<file path="config.mk">
export PLATFORM = sky130hd
export DESIGN_NAME = metr_fifo
export DESIGN_NICKNAME = d
export VERILOG_FILES = /design/src/design/metr_pkg.sv /design/src/design/metr_fifo.sv
export SDC_FILE = /design/constraint.sdc
export NUM_CORES = 1
export LEC_CHECK = 0
export BUFFER_PORTS_ARGS = -buffer_cell sky130_fd_sc_hd__buf_2
export CAP_MARGIN = 0
export CORE_MARGIN = 5
export CORE_UTILIZATION = 25
export CTS_BUF_LIST = sky130_fd_sc_hd__clkbuf_4 sky130_fd_sc_hd__clkbuf_8
export DETAILED_ROUTE_END_ITERATION = 10
export PLACE_DENSITY = 0.5
export SLEW_MARGIN = 20
export SYNTH_ARGS = -nofsm -noshare
export SYNTH_HDL_FRONTEND = slang
export SYNTH_SLANG_ARGS = --single-unit
</file>
<file path="constraint.sdc">
create_clock -name i_clk -period 2 [get_ports i_clk]
set_clock_uncertainty 0.05 [all_clocks]
set_input_delay 0.4 -clock i_clk [delete_from_list [all_inputs] [get_ports i_clk]]
set_output_delay 0.4 -clock i_clk [all_outputs]
set_load 0.02 [all_outputs]
</file>
<file path="src/design/metr_pkg.sv">
// ----------------------------------------------------------------------------
// metr_pkg
// Shared types and constants of the metatile background renderer.
// ----------------------------------------------------------------------------
`default_nettype none

package metr_pkg;

    // command codes of an input item
    typedef enum logic [2:0] {
        CMD_RENDER  = 3'd0,
        CMD_WORLD   = 3'd1,
        CMD_ATTR    = 3'd2,
        CMD_BLOCK   = 3'd3,
        CMD_CHR     = 3'd4,
        CMD_PALETTE = 3'd5
    } t_cmd;

    // configuration register indexes
    localparam logic [1:0] REG_SCROLL_H = 2'd0;
    localparam logic [1:0] REG_SCROLL_V = 2'd1;
    localparam logic [1:0] REG_WIDTH    = 2'd2;
    localparam logic [1:0] REG_HEIGHT   = 2'd3;

    localparam int ADDR_W       = 14;
    localparam int DATA_W       = 35;
    localparam int WADDR_MAX_W  = 16;
    localparam int SCR_MAX_W    = 8;
    localparam int QUEUE_DEPTH  = 8;
    localparam int OUT_DEPTH    = 8;
    localparam int CNT_W        = 4;

    localparam logic [5:0] ATTR_RESET  = 6'h04;
    localparam int         DEF_VALID   = 34;

    typedef struct packed {
        logic [10:0] scroll_h;
        logic [10:0] scroll_v;
        logic [3:0]  width_screens;
        logic [3:0]  height_screens;
    } t_cfg;

    // one classified item between front and back
    typedef struct packed {
        t_cmd                   cmd;
        logic                   in_world;
        logic [WADDR_MAX_W-1:0] world_addr;
        logic [SCR_MAX_W-1:0]   scr;
        logic [1:0]             slot;
        logic [2:0]             row;
        logic [2:0]             col;
        logic [ADDR_W-1:0]      waddr;
        logic [DATA_W-1:0]      wdata;
    } t_job;

    typedef struct packed {
        logic busy;
        logic clearing;
    } t_back_stat;

    typedef struct packed {
        logic [5:0] color_index;
        logic       drawn;
    } t_pix;

endpackage

`default_nettype wire

</file>
<file path="src/design/metr_fifo.sv">
// ----------------------------------------------------------------------------
// metr_fifo
// Small register FIFO with occupancy count, used for the job queue and the
// pixel output buffer.
// ----------------------------------------------------------------------------
`default_nettype none

module metr_fifo
    import metr_pkg::*;
#(
    parameter int DW    = 8,
    parameter int DEPTH = 8
) (
    input  wire logic              i_clk,
    input  wire logic              i_rst_n,
    input  wire logic              i_push,
    input  wire logic [DW-1:0]     i_data,
    input  wire logic              i_pop,
    output logic [DW-1:0]          o_data,
    output logic                   o_valid,
    output logic [CNT_W-1:0]       o_count
);
    localparam int PW = $clog2(DEPTH);

    logic [DW-1:0]    r_mem [DEPTH];
    logic [PW-1:0]    r_wp;
    logic [PW-1:0]    r_rp;
    logic [CNT_W-1:0] r_count;

    always_ff @(posedge i_clk) begin
        if (i_push) begin
            r_mem[r_wp] <= i_data;
        end
    end

    always_ff @(posedge i_clk) begin
        if (!i_rst_n) begin
            r_wp    <= '0;
            r_rp    <= '0;
            r_count <= '0;
        end else begin
            if (i_push) begin
                r_wp <= r_wp + 1'b1;
            end
            if (i_pop) begin
                r_rp <= r_rp + 1'b1;
            end
            r_count <= r_count + CNT_W'(i_push) - CNT_W'(i_pop);
        end
    end

    assign o_data  = r_mem[r_rp];
    assign o_valid = (r_count != '0);
    assign o_count = r_count;

endmodule

`default_nettype wire

</file>
# Yosys cells after proc, flatten, opt, wreduce, memory -nomap -nowiden
# Memory sizes are Yosys's and may differ from the RTL's. A register that Yosys moved wholly into a read port is not among the register bits.
# Index checks and enable logic that the tools add are counted.
# Widths: inputs -> output; s select.
[word_totals]
ff_bits = 10
mem_bits_rw = 64
in_bits = 12
word_cells = 13
n_memories = 1
[op_classes]
n_addsub = 4
n_mux = 4
reduce_logical = 1
[memory_table]
columns = ["memory", "words", "word_bits", "read_ports", "rd_clocked_by_memory_dff", "wr", "line", "text"]
rows = [
  ["r_mem", 8, 8, 1, 1, 1, "metr_fifo.sv:25", "logic [DW-1:0] r_mem [DEPTH];"],
]
[ops]
columns = ["cell", "n"]
rows = [
  ["$add 3x1->3 const B", 2],
  ["$mux 3", 2],
  ["$add 4x1->4", 1],
  ["$reduce_bool 4->1", 1],
  ["$sub 4x1->4", 1],
  ["$mux 1", 2],
]

# Depth between registers and ports, before layout
[depth]
depth_word = 3
mapped_depth = 8

# Worst setup path before layout
# Ideal clock, no wire load.
[synth_path]
path_type = "reg2out"
start = "reg with a tool-made name"
end = "out o_data[1]"
arrival_ps = 1412
required_time_ps = 1550
slack_ps = 138
stages_incl_launch_ff = 5
path_cell_list = "dfxtp_1 buf_6 buf_12 mux4_1 mux2_2"
[synth_rtl]
columns = ["element", "line", "text"]
rows = [
  ["end, declared", "metr_fifo.sv:19", "output logic [DW-1:0] o_data,"],
]

==> load_flow_metrics.sql <==
INSERT INTO impl_metrics (metric_group, metric, value, unit) VALUES
('finish', 'final_nets', '221', ''),
('yosys', 'yosys.area.top_type_share', '0.620', ''),
('yosys', 'syn_area', '0.00310', 'mm2'),
('floorplanning', 'core', '0.0121', 'mm2'),
('worst_setup_path', 'timing.rr.end', 'o_count[2]$_SDFF_PN0_', ''),
('cts', 'cts_buffers', '9', ''),
('worst_setup_path', 'cp_data_required_time', '1.55', 'ns'),
('run', 'drv.max_cap_violation_count', '0', ''),
('finish', 'antenna_cells', '0', ''),
('finish', 'final_standard_cell_area_without_fillers', '0.00377', 'mm2'),
('cts', 'cts_num_sinks', '77', ''),
('detailed_routing', 'first_pass_iters', '5', ''),
('power', 'worst_vdd_drop', '0.425', 'mV'),
('yosys', 'syn_area_per_cell', '19.4', 'um2'),
('cts', 'tritoncts_clock_tree', 'done', ''),
('global_routing', 'first_pass_grt_wire_length', '9.36', 'mm'),
('timing', 'final_period_minus_worst_setup_slack', '2.27', 'ns'),
('yosys', 'synthTopCellsByCount', 'sky130_fd_sc_hd__edfxtp_1 (64), sky130_fd_sc_hd__mux4_1 (15), sky130_fd_sc_hd__dfxtp_1 (13)', ''),
('yosys', 'syn_inst', '160', ''),
('worst_setup_path', 'critPathCaptureType', 'primary output', ''),
('global_routing', 'first_global_vias', '1656', ''),
('worst_setup_path', 'r2r_setup_slack', '0.28', 'ns'),
('power', 'power', '3.78', 'mW'),
('finish', 'syn_to_final_growth', '21.7', '%'),
('timing', 'finalHoldViolations', '0', ''),
('cts', 'clkLatencyLatePin', '0.34', 'ns'),
('yosys', 'synth_top_cell_by_area', 'sky130_fd_sc_hd__edfxtp_1', ''),
('floorplanning', 'rows', '40', ''),
('yosys', 'synth.yosys.warnings', '0', ''),
('min_path', 'min_from', 'i_data[1]', ''),
('placement', 'pre_cts_slack', '-0.00120', 'ns'),
('yosys', 'yosys_register_bits', '77', ''),
('cts', 'cts-root-buf', 'sky130_fd_sc_hd__clkbuf_8', ''),
('yosys', 'synth_enable_flop_cells', '64', ''),
('detailed_routing', 'drt-total-wl', '5.85', 'mm'),
('placement', 'place_hpwl', '3.53', 'mm'),
('detailed_routing', 'routedWlPerCell', '15.6', 'um'),
('timing', 'fin_ws', '-0.267', 'ns'),
('global_routing', 'grt_max_degree', '17', ''),
('run_status', 'failed_checks', 'negative setup slack', ''),
('global_routing', 'grt_antenna_before_repair', '0', ''),
('global_routing', 'gr-total-overflow', '0', ''),
('global_routing', 'global_route_usage_over_all_layers', '0.0874', ''),
('yosys', 'synth_flop_cell', 'sky130_fd_sc_hd__edfxtp_1', ''),
('timing', 'fmaxAchievable', '0.441', 'GHz'),
('floorplanning', 'die-height', '121', 'um'),
('floorplanning', 'die_x', '121', 'um'),
('yosys', 'async_flop_share', '0', ''),
('finish', 'drive_above_1_share', '0.374', ''),
('placement', 'post_dp_cell_area', '0.00349', 'mm2'),
('floorplanning', 'floorplan.die_area', '0.0147', 'mm2'),
('min_path', 'hold_worst_path_end', 'r_mem[0][1]$_DFFE_PP_', ''),
('detailed_routing', 'routed-via-count', '1501', ''),
('worst_setup_path', 'reg2reg_depth', '8', ''),
('detailed_routing', 'post-route-drc-count', '0', ''),
('placement', 'numPortBuffers', '24', ''),
('timing', 'worst_slew_pin_slew', '0.238', 'ns'),
('run_status', 'run_status', 'finished, violations left', ''),
('detailed_routing', 'post_dr_vias_cell', '4.01', ''),
('detailed_routing', 'dr.first_iter.drc_count', '101', ''),
('floorplanning', 'design.portCount', '25', ''),
('cts', 'holdBufCountCts', '0', ''),
('placement', 'finalWeightedCongestion', '0.656', ''),
('floorplanning', 'start_util', '0.257', ''),
('yosys', 'synth.lib_cells_used.distinct', '25', ''),
('yosys', 'syn-num-nets', '180', ''),
('yosys', 'yosys-top-cells-area', 'sky130_fd_sc_hd__edfxtp_1 (62%), sky130_fd_sc_hd__mux4_1 (13%), sky130_fd_sc_hd__dfxtp_1 (8.4%), sky130_fd_sc_hd__mux2_2 (2.9%), sky130_fd_sc_hd__ha_1 (2.8%)', ''),
('timing', 'setup_viol_count_final', '8', ''),
('min_path', 'holdCritPathClass', 'input port to flip-flop', ''),
('worst_setup_path', 'crit_path_max_fo', '8', ''),
('timing', 'setup_repair_after_global_routing_missed_its_margin', 'yes', '');
[layer usage]
layer  vias to the layer above  global-route usage  share of wire
li1                        694                   -              -
met1                       768               0.115           0.49
met2                        32               0.134           0.46
met3                         7              0.0214          0.035
met4                         0              0.0420          0.016
met5                         -                   0              0
[final cells by class]
| class | count | area [um2] |
|---|---|---|
| clock buffers | 11 | 145 |
| clock inverters | 5 | 81.3 |
| fillers | 1168 | 8290 |
| inverters | 7 | 26.3 |
| multi-input cells | 70 | 818 |
| flip-flops and latches | 77 | 2190 |
| well taps | 168 | 210 |
| repair buffers | 36 | 305 |
[cells by family (layout without fill, tap and decap cells)]
logic type	count (synthesis)	in the layout	synth area share
AND/OR/NAND/NOR	28	28	0.0464
buffers and inverters	13	59	0.0238
XOR/XNOR	5	5	0.0141
AO/OA/AOI/OAI	2	2	0.00403
flip-flops	77	77	0.704
adder cells (fa/ha/maj)	8	8	0.0347
multiplexers	27	27	0.173
[worst max path at each step]
stage	slack [ns]	start	cells after the start	end
CTS	-0.31	flip-flop	4	o_data[1]
detailed placement	-0.001	flip-flop	4	o_data[1]
finish	-0.27	flip-flop	4	o_data[3]
global route	-0.35	flip-flop	4	o_data[0]
floorplan	0.14	flip-flop	4	o_data[1]
global placement	0.02	flip-flop	4	o_data[1]
[placed cells by master (no fill, tap or decap), types with 2 or more instances in the layout]
master / netlist / layout
sky130_fd_sc_hd__ha_1: 7 / 7
sky130_fd_sc_hd__bufinv_16: 0 / 2
sky130_fd_sc_hd__nor3_1: 2 / 2
sky130_fd_sc_hd__inv_1: 7 / 7
sky130_fd_sc_hd__mux2_4: 0 / 8
sky130_fd_sc_hd__clkbuf_8: 0 / 10
sky130_fd_sc_hd__buf_2: 1 / 16
sky130_fd_sc_hd__nor2_1: 6 / 6
sky130_fd_sc_hd__inv_4: 0 / 2
sky130_fd_sc_hd__buf_12: 1 / 2
sky130_fd_sc_hd__buf_4: 0 / 9
sky130_fd_sc_hd__mux4_2: 1 / 16
sky130_fd_sc_hd__xnor2_1: 3 / 3
sky130_fd_sc_hd__mux2i_1: 3 / 3
sky130_fd_sc_hd__nand2b_1: 4 / 4
sky130_fd_sc_hd__xor2_1: 2 / 2
sky130_fd_sc_hd__buf_6: 1 / 8
sky130_fd_sc_hd__dfxtp_1: 13 / 12
sky130_fd_sc_hd__nor2b_1: 3 / 3
sky130_fd_sc_hd__and2_1: 7 / 7
sky130_fd_sc_hd__edfxtp_1: 64 / 64
sky130_fd_sc_hd__nand2_1: 5 / 5
[power breakdown]
part	leakage, nW	internal (mW)	switching (mW)
registers	0.689	1.81	0.0414
logic	0.512	0.306	0.300
clock network	0.118	0.758	0.561
total	1.32	2.87	0.902
[stage by stage]
| stage | TNS, ns | utilization | hold slack [ns] | instances |
|---|---|---|---|---|
| 6_report | -2.07 | 0.313 | 0.278 | 374 |
| 5_1_grt | -2.69 | 0.313 | 0.269 | 374 |
| 4_1_cts | -2.39 | 0.313 | 0.258 | 374 |
| 3_5_place_dp | -0.00120 | 0.289 | 0.502 | 357 |
| 3_3_place_gp | 0 | 0.289 | 0.489 | 357 |
| 2_1_floorplan | 0 | - | 0.449 | 160 |
[worst max-delay path, stage by stage (launching register included)]
cell and delay [ns]:
sky130_fd_sc_hd__dfxtp_4 0.41, sky130_fd_sc_hd__buf_12 0.15, sky130_fd_sc_hd__mux4_2 0.50, sky130_fd_sc_hd__mux2_4 0.29, sky130_fd_sc_hd__buf_6 0.13
[registers in the layout, indices dropped and copies added (netlist names), named ones only]
name / flops
o_count: 4
r_mem: 64
r_rp: 3
r_wp: 3
[what timing repair did]
action | CTS | global route
resized for setup | 42 | 0
gates cloned | 1 | 0
setup endpoints to repair | 8 | 8
buffers inserted | 0 | 0
Note: power is estimated with default switching activity, not from simulation.
