===== config.mk =====
export PLATFORM = sky130hd
export DESIGN_NAME = metr_front_flat
export DESIGN_NICKNAME = d
export VERILOG_FILES = /design/src/design/metr_pkg.sv /design/src/design/metr_ifs.sv /design/src/design/metr_front.sv /design/src/flat_wrapper.sv
export SDC_FILE = /design/constraint.sdc
export NUM_CORES = 1
export LEC_CHECK = 0
export BUFFER_PORTS_ARGS = -buffer_cell sky130_fd_sc_hd__buf_4
export CAP_MARGIN = 20
export CORE_ASPECT_RATIO = 1.25
export CORE_MARGIN = 5
export CORE_UTILIZATION = 35
export CTS_BUF_LIST = sky130_fd_sc_hd__clkbuf_4
export CTS_CLUSTER_DIAMETER = 150
export CTS_CLUSTER_SIZE = 40
export DETAILED_ROUTE_END_ITERATION = 12
export GPL_ROUTABILITY_DRIVEN = 0
export HOLD_SLACK_MARGIN = 0.06
export SYNTH_ARGS = -nofsm -noshare
export SYNTH_HDL_FRONTEND = slang
export SYNTH_SLANG_ARGS = --single-unit

===== constraint.sdc =====
create_clock -name i_clk -period 6.2 [get_ports i_clk]
set_input_delay 1.24 -clock i_clk [delete_from_list [all_inputs] [get_ports i_clk]]
set_output_delay 1.24 -clock i_clk [all_outputs]
set_load 0.02 [all_outputs]

===== src/design/metr_pkg.sv =====
// ----------------------------------------------------------------------------
// metr_pkg
// Shared types and constants of the metatile background renderer.
// ----------------------------------------------------------------------------
`default_nettype none

package metr_pkg;

    // command codes of an input item
    typedef enum logic [2:0] {
        CMD_RENDER  = 3'd0,
        CMD_WORLD   = 3'd1,
        CMD_ATTR    = 3'd2,
        CMD_BLOCK   = 3'd3,
        CMD_CHR     = 3'd4,
        CMD_PALETTE = 3'd5
    } t_cmd;

    // configuration register indexes
    localparam logic [1:0] REG_SCROLL_H = 2'd0;
    localparam logic [1:0] REG_SCROLL_V = 2'd1;
    localparam logic [1:0] REG_WIDTH    = 2'd2;
    localparam logic [1:0] REG_HEIGHT   = 2'd3;

    localparam int ADDR_W       = 14;
    localparam int DATA_W       = 35;
    localparam int WADDR_MAX_W  = 16;
    localparam int SCR_MAX_W    = 8;
    localparam int QUEUE_DEPTH  = 8;
    localparam int OUT_DEPTH    = 8;
    localparam int CNT_W        = 4;

    localparam logic [5:0] ATTR_RESET  = 6'h04;
    localparam int         DEF_VALID   = 34;

    typedef struct packed {
        logic [10:0] scroll_h;
        logic [10:0] scroll_v;
        logic [3:0]  width_screens;
        logic [3:0]  height_screens;
    } t_cfg;

    // one classified item between front and back
    typedef struct packed {
        t_cmd                   cmd;
        logic                   in_world;
        logic [WADDR_MAX_W-1:0] world_addr;
        logic [SCR_MAX_W-1:0]   scr;
        logic [1:0]             slot;
        logic [2:0]             row;
        logic [2:0]             col;
        logic [ADDR_W-1:0]      waddr;
        logic [DATA_W-1:0]      wdata;
    } t_job;

    typedef struct packed {
        logic busy;
        logic clearing;
    } t_back_stat;

    typedef struct packed {
        logic [5:0] color_index;
        logic       drawn;
    } t_pix;

endpackage

`default_nettype wire


===== src/design/metr_ifs.sv =====
// ----------------------------------------------------------------------------
// metr_ifs
// Valid/ready channels of the renderer: command items in, pixel items out.
// ----------------------------------------------------------------------------
`default_nettype none

interface metr_cmd_if;
    logic        valid;
    logic        ready;
    logic [2:0]  command;
    logic [7:0]  view_x;
    logic [7:0]  view_y;
    logic [13:0] address;
    logic [34:0] data;

    modport source (output valid, command, view_x, view_y, address, data, input ready);
    modport sink   (input valid, command, view_x, view_y, address, data, output ready);
endinterface


`default_nettype wire


===== src/design/metr_front.sv =====
// ----------------------------------------------------------------------------
// metr_front
// Accepts command items, maps view pixels to world addresses and folds
// write addresses into table range, then hands jobs to the queue.
// ----------------------------------------------------------------------------
`default_nettype none

module metr_front
    import metr_pkg::*;
#(
    parameter int MAX_SCREENS_W    = 8,
    parameter int MAX_SCREENS_H    = 8,
    parameter int NUM_BLOCKS       = 256,
    parameter int NUM_CHR_SETS     = 4,
    parameter int NUM_PALETTE_SETS = 4
) (
    input  wire logic             i_clk,
    input  wire logic             i_rst_n,
    metr_cmd_if.sink              i_cmd_ch,
    input  wire t_cfg             i_cfg,
    input  wire t_back_stat       i_stat,
    input  wire logic [CNT_W-1:0] i_queue_count,
    output logic                  o_push,
    output t_job                  o_job
);
    // table depths and their reciprocals for the address fold
    localparam int D_WORLD = MAX_SCREENS_W * MAX_SCREENS_H * 256;
    localparam int D_ATTR  = MAX_SCREENS_W * MAX_SCREENS_H;
    localparam int D_BLOCK = NUM_BLOCKS;
    localparam int D_CHR   = NUM_CHR_SETS * 2048;
    localparam int D_PAL   = NUM_PALETTE_SETS * 16;
    localparam int S_WORLD = ADDR_W + $clog2(D_WORLD);
    localparam int S_ATTR  = ADDR_W + $clog2(D_ATTR);
    localparam int S_BLOCK = ADDR_W + $clog2(D_BLOCK);
    localparam int S_CHR   = ADDR_W + $clog2(D_CHR);
    localparam int S_PAL   = ADDR_W + $clog2(D_PAL);
    localparam int M_WORLD = ((2 ** S_WORLD) + D_WORLD - 1) / D_WORLD;
    localparam int M_ATTR  = ((2 ** S_ATTR) + D_ATTR - 1) / D_ATTR;
    localparam int M_BLOCK = ((2 ** S_BLOCK) + D_BLOCK - 1) / D_BLOCK;
    localparam int M_CHR   = ((2 ** S_CHR) + D_CHR - 1) / D_CHR;
    localparam int M_PAL   = ((2 ** S_PAL) + D_PAL - 1) / D_PAL;

    logic        accept;
    logic [11:0] wx;
    logic [11:0] wy;
    logic [4:0]  wlim;
    logic [4:0]  hlim;
    logic [15:0] m_sel;
    logic [4:0]  s_sel;
    logic [29:0] prod;
    logic [16:0] d_sel;
    logic [30:0] back_prod;
    logic [2:0]  n_pending;
    logic [CNT_W:0] used;

    // stage 1
    logic              r_f1_v;
    t_cmd              r_f1_cmd;
    logic [ADDR_W-1:0] r_f1_addr;
    logic [DATA_W-1:0] r_f1_data;
    logic [7:0]        r_f1_ix;
    logic [7:0]        r_f1_iy;
    logic [3:0]        r_f1_sx;
    logic [3:0]        r_f1_sy;
    logic              r_f1_inside;
    logic [ADDR_W-1:0] r_f1_q;
    // stage 2
    logic              r_f2_v;
    t_job              r_f2_job;
    t_job              n_job;

    assign n_pending = 3'(r_f1_v) + 3'(r_f2_v);
    assign used      = (CNT_W+1)'(i_queue_count) + (CNT_W+1)'(n_pending);
    assign i_cmd_ch.ready = !i_stat.busy && (used < (CNT_W+1)'(QUEUE_DEPTH));
    assign accept = i_cmd_ch.valid && i_cmd_ch.ready;

    always_comb begin
        wx   = 12'(i_cmd_ch.view_x) + 12'(i_cfg.scroll_h);
        wy   = 12'(i_cmd_ch.view_y) + 12'(i_cfg.scroll_v);
        wlim = (5'(i_cfg.width_screens) > 5'(MAX_SCREENS_W)) ? 5'(MAX_SCREENS_W)
                                                              : 5'(i_cfg.width_screens);
        hlim = (5'(i_cfg.height_screens) > 5'(MAX_SCREENS_H)) ? 5'(MAX_SCREENS_H)
                                                               : 5'(i_cfg.height_screens);
    end

    always_comb begin
        case (t_cmd'(i_cmd_ch.command))
            CMD_WORLD:   begin m_sel = 16'(M_WORLD); s_sel = 5'(S_WORLD); end
            CMD_ATTR:    begin m_sel = 16'(M_ATTR);  s_sel = 5'(S_ATTR);  end
            CMD_BLOCK:   begin m_sel = 16'(M_BLOCK); s_sel = 5'(S_BLOCK); end
            CMD_CHR:     begin m_sel = 16'(M_CHR);   s_sel = 5'(S_CHR);   end
            CMD_PALETTE: begin m_sel = 16'(M_PAL);   s_sel = 5'(S_PAL);   end
            default:     begin m_sel = '0;           s_sel = '0;          end
        endcase
        prod = 30'(i_cmd_ch.address) * 30'(m_sel);
    end

    always_ff @(posedge i_clk) begin
        if (!i_rst_n) begin
            r_f1_v <= 1'b0;
        end else begin
            // unknown commands are dropped here
            r_f1_v <= accept && (i_cmd_ch.command <= 3'(CMD_PALETTE));
        end
    end

    always_ff @(posedge i_clk) begin
        if (accept) begin
            r_f1_cmd    <= t_cmd'(i_cmd_ch.command);
            r_f1_addr   <= i_cmd_ch.address;
            r_f1_data   <= i_cmd_ch.data;
            r_f1_ix     <= wx[7:0];
            r_f1_iy     <= wy[7:0];
            r_f1_sx     <= wx[11:8];
            r_f1_sy     <= wy[11:8];
            r_f1_inside <= (5'(wx[11:8]) < wlim) && (5'(wy[11:8]) < hlim);
            r_f1_q      <= ADDR_W'(prod >> s_sel);
        end
    end

    always_comb begin
        case (r_f1_cmd)
            CMD_WORLD:   d_sel = 17'(D_WORLD);
            CMD_ATTR:    d_sel = 17'(D_ATTR);
            CMD_BLOCK:   d_sel = 17'(D_BLOCK);
            CMD_CHR:     d_sel = 17'(D_CHR);
            CMD_PALETTE: d_sel = 17'(D_PAL);
            default:     d_sel = '0;
        endcase
        back_prod = 31'(r_f1_q) * 31'(d_sel);

        n_job            = '0;
        n_job.cmd        = r_f1_cmd;
        n_job.in_world   = r_f1_inside;
        n_job.scr        = 8'((8'(r_f1_sy) * 8'(MAX_SCREENS_W)) + 8'(r_f1_sx));
        n_job.world_addr = {n_job.scr, r_f1_iy[7:4], r_f1_ix[7:4]};
        n_job.slot       = {r_f1_iy[3], r_f1_ix[3]};
        n_job.row        = r_f1_iy[2:0];
        n_job.col        = r_f1_ix[2:0];
        n_job.waddr      = r_f1_addr - back_prod[ADDR_W-1:0];
        n_job.wdata      = r_f1_data;
    end

    always_ff @(posedge i_clk) begin
        if (!i_rst_n) begin
            r_f2_v <= 1'b0;
        end else begin
            r_f2_v <= r_f1_v;
        end
    end

    always_ff @(posedge i_clk) begin
        if (r_f1_v) begin
            r_f2_job <= n_job;
        end
    end

    assign o_push = r_f2_v;
    assign o_job  = r_f2_job;

endmodule

`default_nettype wire


===== src/flat_wrapper.sv =====
// flat-port wrapper written by rule: the top's interface ports become plain ports
module metr_front_flat import metr_pkg::*;
#(
    parameter int MAX_SCREENS_W    = 8,
    parameter int MAX_SCREENS_H    = 8,
    parameter int NUM_BLOCKS       = 256,
    parameter int NUM_CHR_SETS     = 4,
    parameter int NUM_PALETTE_SETS = 4
)
  (i_clk, i_rst_n, i_cfg, i_stat, i_queue_count, o_push, o_job, i_cmd_ch_valid, i_cmd_ch_command, i_cmd_ch_view_x, i_cmd_ch_view_y, i_cmd_ch_address, i_cmd_ch_data, i_cmd_ch_ready);
  metr_cmd_if i_cmd_ch_i ();
  input  wire logic i_clk;
  input  wire logic i_rst_n;
  input  wire t_cfg i_cfg;
  input  wire t_back_stat i_stat;
  input  wire logic [CNT_W-1:0] i_queue_count;
  output logic o_push;
  output t_job o_job;
  input wire logic [$bits(i_cmd_ch_i.valid)-1:0] i_cmd_ch_valid;
  input wire logic [$bits(i_cmd_ch_i.command)-1:0] i_cmd_ch_command;
  input wire logic [$bits(i_cmd_ch_i.view_x)-1:0] i_cmd_ch_view_x;
  input wire logic [$bits(i_cmd_ch_i.view_y)-1:0] i_cmd_ch_view_y;
  input wire logic [$bits(i_cmd_ch_i.address)-1:0] i_cmd_ch_address;
  input wire logic [$bits(i_cmd_ch_i.data)-1:0] i_cmd_ch_data;
  output wire logic [$bits(i_cmd_ch_i.ready)-1:0] i_cmd_ch_ready;
  assign i_cmd_ch_i.valid = i_cmd_ch_valid;
  assign i_cmd_ch_i.command = i_cmd_ch_command;
  assign i_cmd_ch_i.view_x = i_cmd_ch_view_x;
  assign i_cmd_ch_i.view_y = i_cmd_ch_view_y;
  assign i_cmd_ch_i.address = i_cmd_ch_address;
  assign i_cmd_ch_i.data = i_cmd_ch_data;
  assign i_cmd_ch_ready = i_cmd_ch_i.ready;
  metr_front #(.MAX_SCREENS_W(MAX_SCREENS_W), .MAX_SCREENS_H(MAX_SCREENS_H), .NUM_BLOCKS(NUM_BLOCKS), .NUM_CHR_SETS(NUM_CHR_SETS), .NUM_PALETTE_SETS(NUM_PALETTE_SETS)) u_core (.i_clk(i_clk), .i_rst_n(i_rst_n), .i_cmd_ch(i_cmd_ch_i), .i_cfg(i_cfg), .i_stat(i_stat), .i_queue_count(i_queue_count), .o_push(o_push), .o_job(o_job));
endmodule

**After elaboration in Yosys (flattened, before gate mapping)**

Cells that the tools add are included.

- Bits in registers: 178
- Input bits: 107
- Output and inout bits: 87
- Logic and storage cells: 58

- Add/sub/neg operators: 6
- Multipliers: 2
- $lt $le $gt $ge: 6
- Eq/ne operators: 10
- Shift-type cells: 1
- Muxes and demuxes: 5
- Reductions and logical operators: 8

Operator list:

| kind | number |
|---|---|
| $pmux W15 S4 | 1 |
| $shr A30 B5 Y14 | 1 |
| $mul A14 B15 Y29 | 1 |
| $add A8 B11 Y12 | 2 |
| $pmux W5 S4 | 1 |
| $mul A14 B15 Y14 | 1 |
| $mux W15 | 1 |
| $sub A14 B14 Y14 | 1 |
| $eq A3 B2 Y1 const B | 4 |
| $eq A3 B3 Y1 const B | 4 |
| $lt A4 B5 Y1 | 2 |
| $add A7 B4 Y8 | 1 |
| $gt A4 B4 Y1 const B | 2 |
| $mux W4 | 2 |
| $eq A3 B1 Y1 const B | 2 |
| $add A4 B3 Y5 | 1 |
| $lt A5 B4 Y1 const B | 1 |
| $reduce_or A5 Y1 | 1 |
| $logic_and A1 B1 Y1 | 4 |
| $reduce_or A2 Y1 | 2 |
| $le A3 B3 Y1 const B | 1 |
| $add A1 B1 Y2 | 1 |
| $logic_not A1 Y1 | 1 |

**Logic depth before layout (Yosys ltp)**

- Depth after elaboration: 6
- Mapped depth: 16

**Least setup slack after synthesis**

No wires, ideal clock.

- Path type: register -> register
- Start: reg u_core.r_f1_v
- End: reg u_core.r_f1_addr[0] (enable)
- Setup time: 0.453 ns
- Arrival time: 5.566 ns
- Data required time: 5.747 ns
- Slack: 0.181 ns
- Cell stages (with the launch flop): 6
- Buffers on the path: 0
- Clock period less this slack: 6.019 ns
- Cell sequence: dfxtp_1 > ha_1 > ha_1 > a31o_2 > a211oi_1 > and2_1

- Word-level cells in the longest chain between the ends: 5

Ends and longest elaborated chain:

| element | line | source |
|---|---|---|
| start: declaration | metr_front.sv:57 | `logic r_f1_v;` |
| start signal: assignment | metr_front.sv:103 | `r_f1_v <= accept && (i_cmd_ch.command <= 3'(CMD_PALETTE));` |
| $add A1 B1 Y2 | metr_front.sv:72 | `assign n_pending = 3'(r_f1_v) + 3'(r_f2_v);` |
| $add A4 B3 Y5 | metr_front.sv:73 | `assign used = (CNT_W+1)'(i_queue_count) + (CNT_W+1)'(n_pending);` |
| $lt A5 B4 Y1 | metr_front.sv:74 | `assign i_cmd_ch.ready = !i_stat.busy && (used < (CNT_W+1)'(QUEUE_DEPTH));` |
| $logic_and A1 B1 Y1 | metr_front.sv:74 |  |
| via i_cmd_ch_ready | flat_wrapper.sv:25 | `output wire logic [$bits(i_cmd_ch_i.ready)-1:0] i_cmd_ch_ready;` |
| $logic_and A1 B1 Y1 | metr_front.sv:75 | `assign accept = i_cmd_ch.valid && i_cmd_ch.ready;` |
| via u_core.accept | metr_front.sv:43 | `logic accept;` |
| end signal: assignment | metr_front.sv:110 | `r_f1_addr <= i_cmd_ch.address;` |
| end: declaration | metr_front.sv:59 | `logic [ADDR_W-1:0] r_f1_addr;` |

The timed path passes the listed nets, and every way through them passes these cells.
A chain may end at the register's enable or synchronous reset.

==> impl_results.md <==
* Crit end category: register
* Leakage power at 3.848 nW
* First-pass GRT wire length at 23,680 um
* Period minus WS final at 4167 ps
* P&R area growth vs syn at 27.59%
* Post-synthesis compound-gate area fraction at 5.089%
* Cts repair resizes at 0
* Core area at 20,890 sq um
* Synth top area share at 65.30%
* Final instance area at 9505 sq um
* PD cells at 242.6 nW/um^2
* Synth Warn # at 0
* Synth cell types at 48
* HPWL after detailed placement at 11,110 um
* Total track usage at 12.36%
* Die Span Y at 173.1 um
* Mapped Area at 7450 sq um
* Status: finished, final reports clean
* Share of layout cells above drive strength 1 at 33.24%
* H-Tree Depth at 4
* Clock Latency Late Sink at 550 ps
* Post-Synth Adder-Cell Area at 12.90%
* RSZ-0062 raised after global routing: no
* Clock Tree Buf Depth at 2
* Slowest stage delay, CP at 510 ps
* Final worst path period share at 67.22%
* Setup TNS Final at 0 ps
* Initial DRC count at 134
* Max-slew headroom at 33.50%
* CP max-delay cell: o21ai_0
* Final worst slack at 2033 ps
* Post-Synth Simple-Gate Area at 7.155%
* Initial antenna violation count at 1
* CP most frequent cell: ha_1
* Horiz. Die Dim at 140.5 um
* Largest family of logic cells by synthesized area: adder cells
* Buf/Inv on CP at 1
* Peak VDD IR at 0.0001017 V
* Xor and xnor area share after synthesis at 4.585%
* Vias in the first global route at 4,820
* Syn Area/Cell at 14.96 sq um
* CTS tree: yes
* Fin util at 45.50%
* Row count at 59
* # IOs at 194
* Crit-path cells: nand2_1 -> o21ai_0 -> and2_1 -> ha_1 -> fa_1 -> ha_1 -> ha_1 -> ha_1 -> ha_1 -> inv_1 -> ha_1 -> nor3_1 -> o21ai_0 -> a31oi_1 -> xnor2_1
* Critical path arrival at 4480 ps
* Post-CTS Setup Inserts at 0
* Clk root buf: clkbuf_4
* Most used DFF post-synth: edfxtp_1
* Top cell family by delay on the critical path: adder cells
* WL/cell at 14.72 um
* Cts bufs inserted at 17
* Sequential-to-total area share from yosys stat at 65.84%
* Nets@finish at 879
* DRC Markers at 0
* Post-placement cell area at 9176 sq um
* Via density at 4.506
* Port Buf Inserts at 192
* Pin count of the biggest net entering global routing at 87
* Area leader, netlist: edfxtp_1
* Final setup fails at 0
* Die ar. at 24,320 sq um
* Synth async-reset ratio at 0%
* Cells after Synth at 498
* F_max at 240.0 MHz
* Placed insts at 954
* Mapped Nets at 677
* Max cap viols at 0
* Detailed Routing Iterations Pass 1 at 4
* Final instance count without filler cells at 988
* Via count at 4,452
* Worst path required time at 6520 ps
* Hold Crit Class: register to register
* Final Hold Viols at 0
* Clk slew on worst S/H paths at 150 ps
* Post-synth EDFFs at 162
* Hold_buf cts at 0
* Initial core utilization at 35.66%
* Mux contribution to synthesized area at 1.360%
* Slew @ Worst Pin at 997.4 ps
* CP Max Fanout at 7
* Critical path class: register to register
* Post-place setup slack at 1970 ps
* Register bit count reported by yosys at 164
* Grt total ovfl at 0
* Final wirelength at 14,540 um
* Pins Over Slew Limit at 0
* Startpoint type of the worst setup path: register
* Clock sinks at 164
* Final antenna-violating net count at 0
* Synth area leaders: edfxtp_1, ha_1, xnor2_1
* Worst Clk Skew at 23.68 ps
-- layer usage --
layer	share of wire (%)	GRT usage, %	vias to the layer above
li1	-	-	2226
met5	0	0	-
met1	35	12.56	2090
met4	2.2	5.170	0
met2	55	22.72	116
met3	7.1	4.309	20
-- cells in the final DEF, fill, tap and decap left out, types with 13 or more instances in the layout --
cell,Yosys,layout
xnor2_1,28,28
inv_1,42,42
edfxtp_1,162,162
nand2_1,30,30
a21oi_1,16,16
clkbuf_4,0,18
and2_1,14,13
o21ai_0,22,22
ha_1,64,64
buf_4,8,193
-- logic make-up after synthesis --
kind of cell	after synthesis
xor gates and xnor gates	39
DFF	164
muxes	10
AOI/OAI and AO/OA	61
and+or+nand+nor	99
adders and majority gates	72
buffers and inverters	53
-- worst register-to-register path: stages (launching register included) --
cell and delay (ps):
edfxtp_1 490, nand2_1 70, o21ai_0 510, and2_1 220
ha_1 160, fa_1 410, ha_1 310, ha_1 280
ha_1 300, ha_1 280, inv_1 40, ha_1 220
nor3_1 180, o21ai_0 120, a31oi_1 250, xnor2_1 100
-- metrics by stage --
step	hold slack [ps]	total power, mW
after floorplan	400.3	1.552
after global placement	400.6	1.670
after CTS	421.1	2.348
final	425.5	2.306
after global routing	443.7	2.440
after detailed placement	404.5	1.682
-- cell usage after synthesis (2+ instances only) --
master and instances:
dfxtp_1 2, buf_4 8, inv_1 42, a211oi_1 2, edfxtp_1 162, and3_1 5
fa_1 8, nand2b_1 6, xor2_1 11, nand3_1 9, a31oi_1 2, or2_2 2
mux2i_1 9, nor3_1 4, o21ai_0 22, nand4_1 4, a41oi_1 2, clkbuf_1 3
a21oi_1 16, nand2_1 30, nor4_1 2, ha_1 64, nor2b_1 4, a21boi_0 2
xnor2_1 28, o21bai_1 2, nor2_1 11, nor3b_1 2, a21o_1 2, and2_1 14
-- sequential cells by signal, indices dropped and copies added, names as in the netlist, 3 cells and up --
register          cells
u_core.r_f1_cmd       3
u_core.r_f1_addr     14
u_core.r_f1_iy        8
u_core.r_f1_data     35
u_core.r_f1_sy        4
u_core.r_f1_ix        8
u_core.r_f1_sx        4
u_core.o_job         77
u_core.r_f1_q         8
-- final timing paths --
path / start / to / slack (ps) / depth (start not counted)
setup / recovery: u_core.r_f1_cmd[0]$_DFFE_PP_ / u_core.o_job[48]$_DFFE_PP_ / 2030 / 15
hold / removal: u_core.r_f1_data[7]$_DFFE_PP_ / u_core.o_job[7]$_DFFE_PP_ / 430 / 0
setup reg to reg: u_core.r_f1_cmd[0]$_DFFE_PP_ / u_core.o_job[48]$_DFFE_PP_ / 2030 / 15
hold reg to reg: u_core.r_f1_data[7]$_DFFE_PP_ / u_core.o_job[7]$_DFFE_PP_ / 430 / 0
-- report_power, final --
group	internal [mW]	leakage, nW	switching [mW]	total, mW
Combinational	0.175	2.21	0.179	0.354
Sequential	1.28	1.48	0.0160	1.30
Clock	0.257	0.159	0.398	0.655
Total	1.71	3.85	0.593	2.31
-- cell type report --
type                            count  area (sq um)
Antenna cell                        1         2.502
Clock buffer                       18         135.1
Clock inverter                     14         163.9
Fill cell                        1884         11390
Inverter                           42         157.7
Multi-Input combinational cell    281          2318
Sequential cell                   164          4908
Tap cell                          274         342.8
Timing Repair Buffer              194          1476
Power figures use the tool's default switching activity.
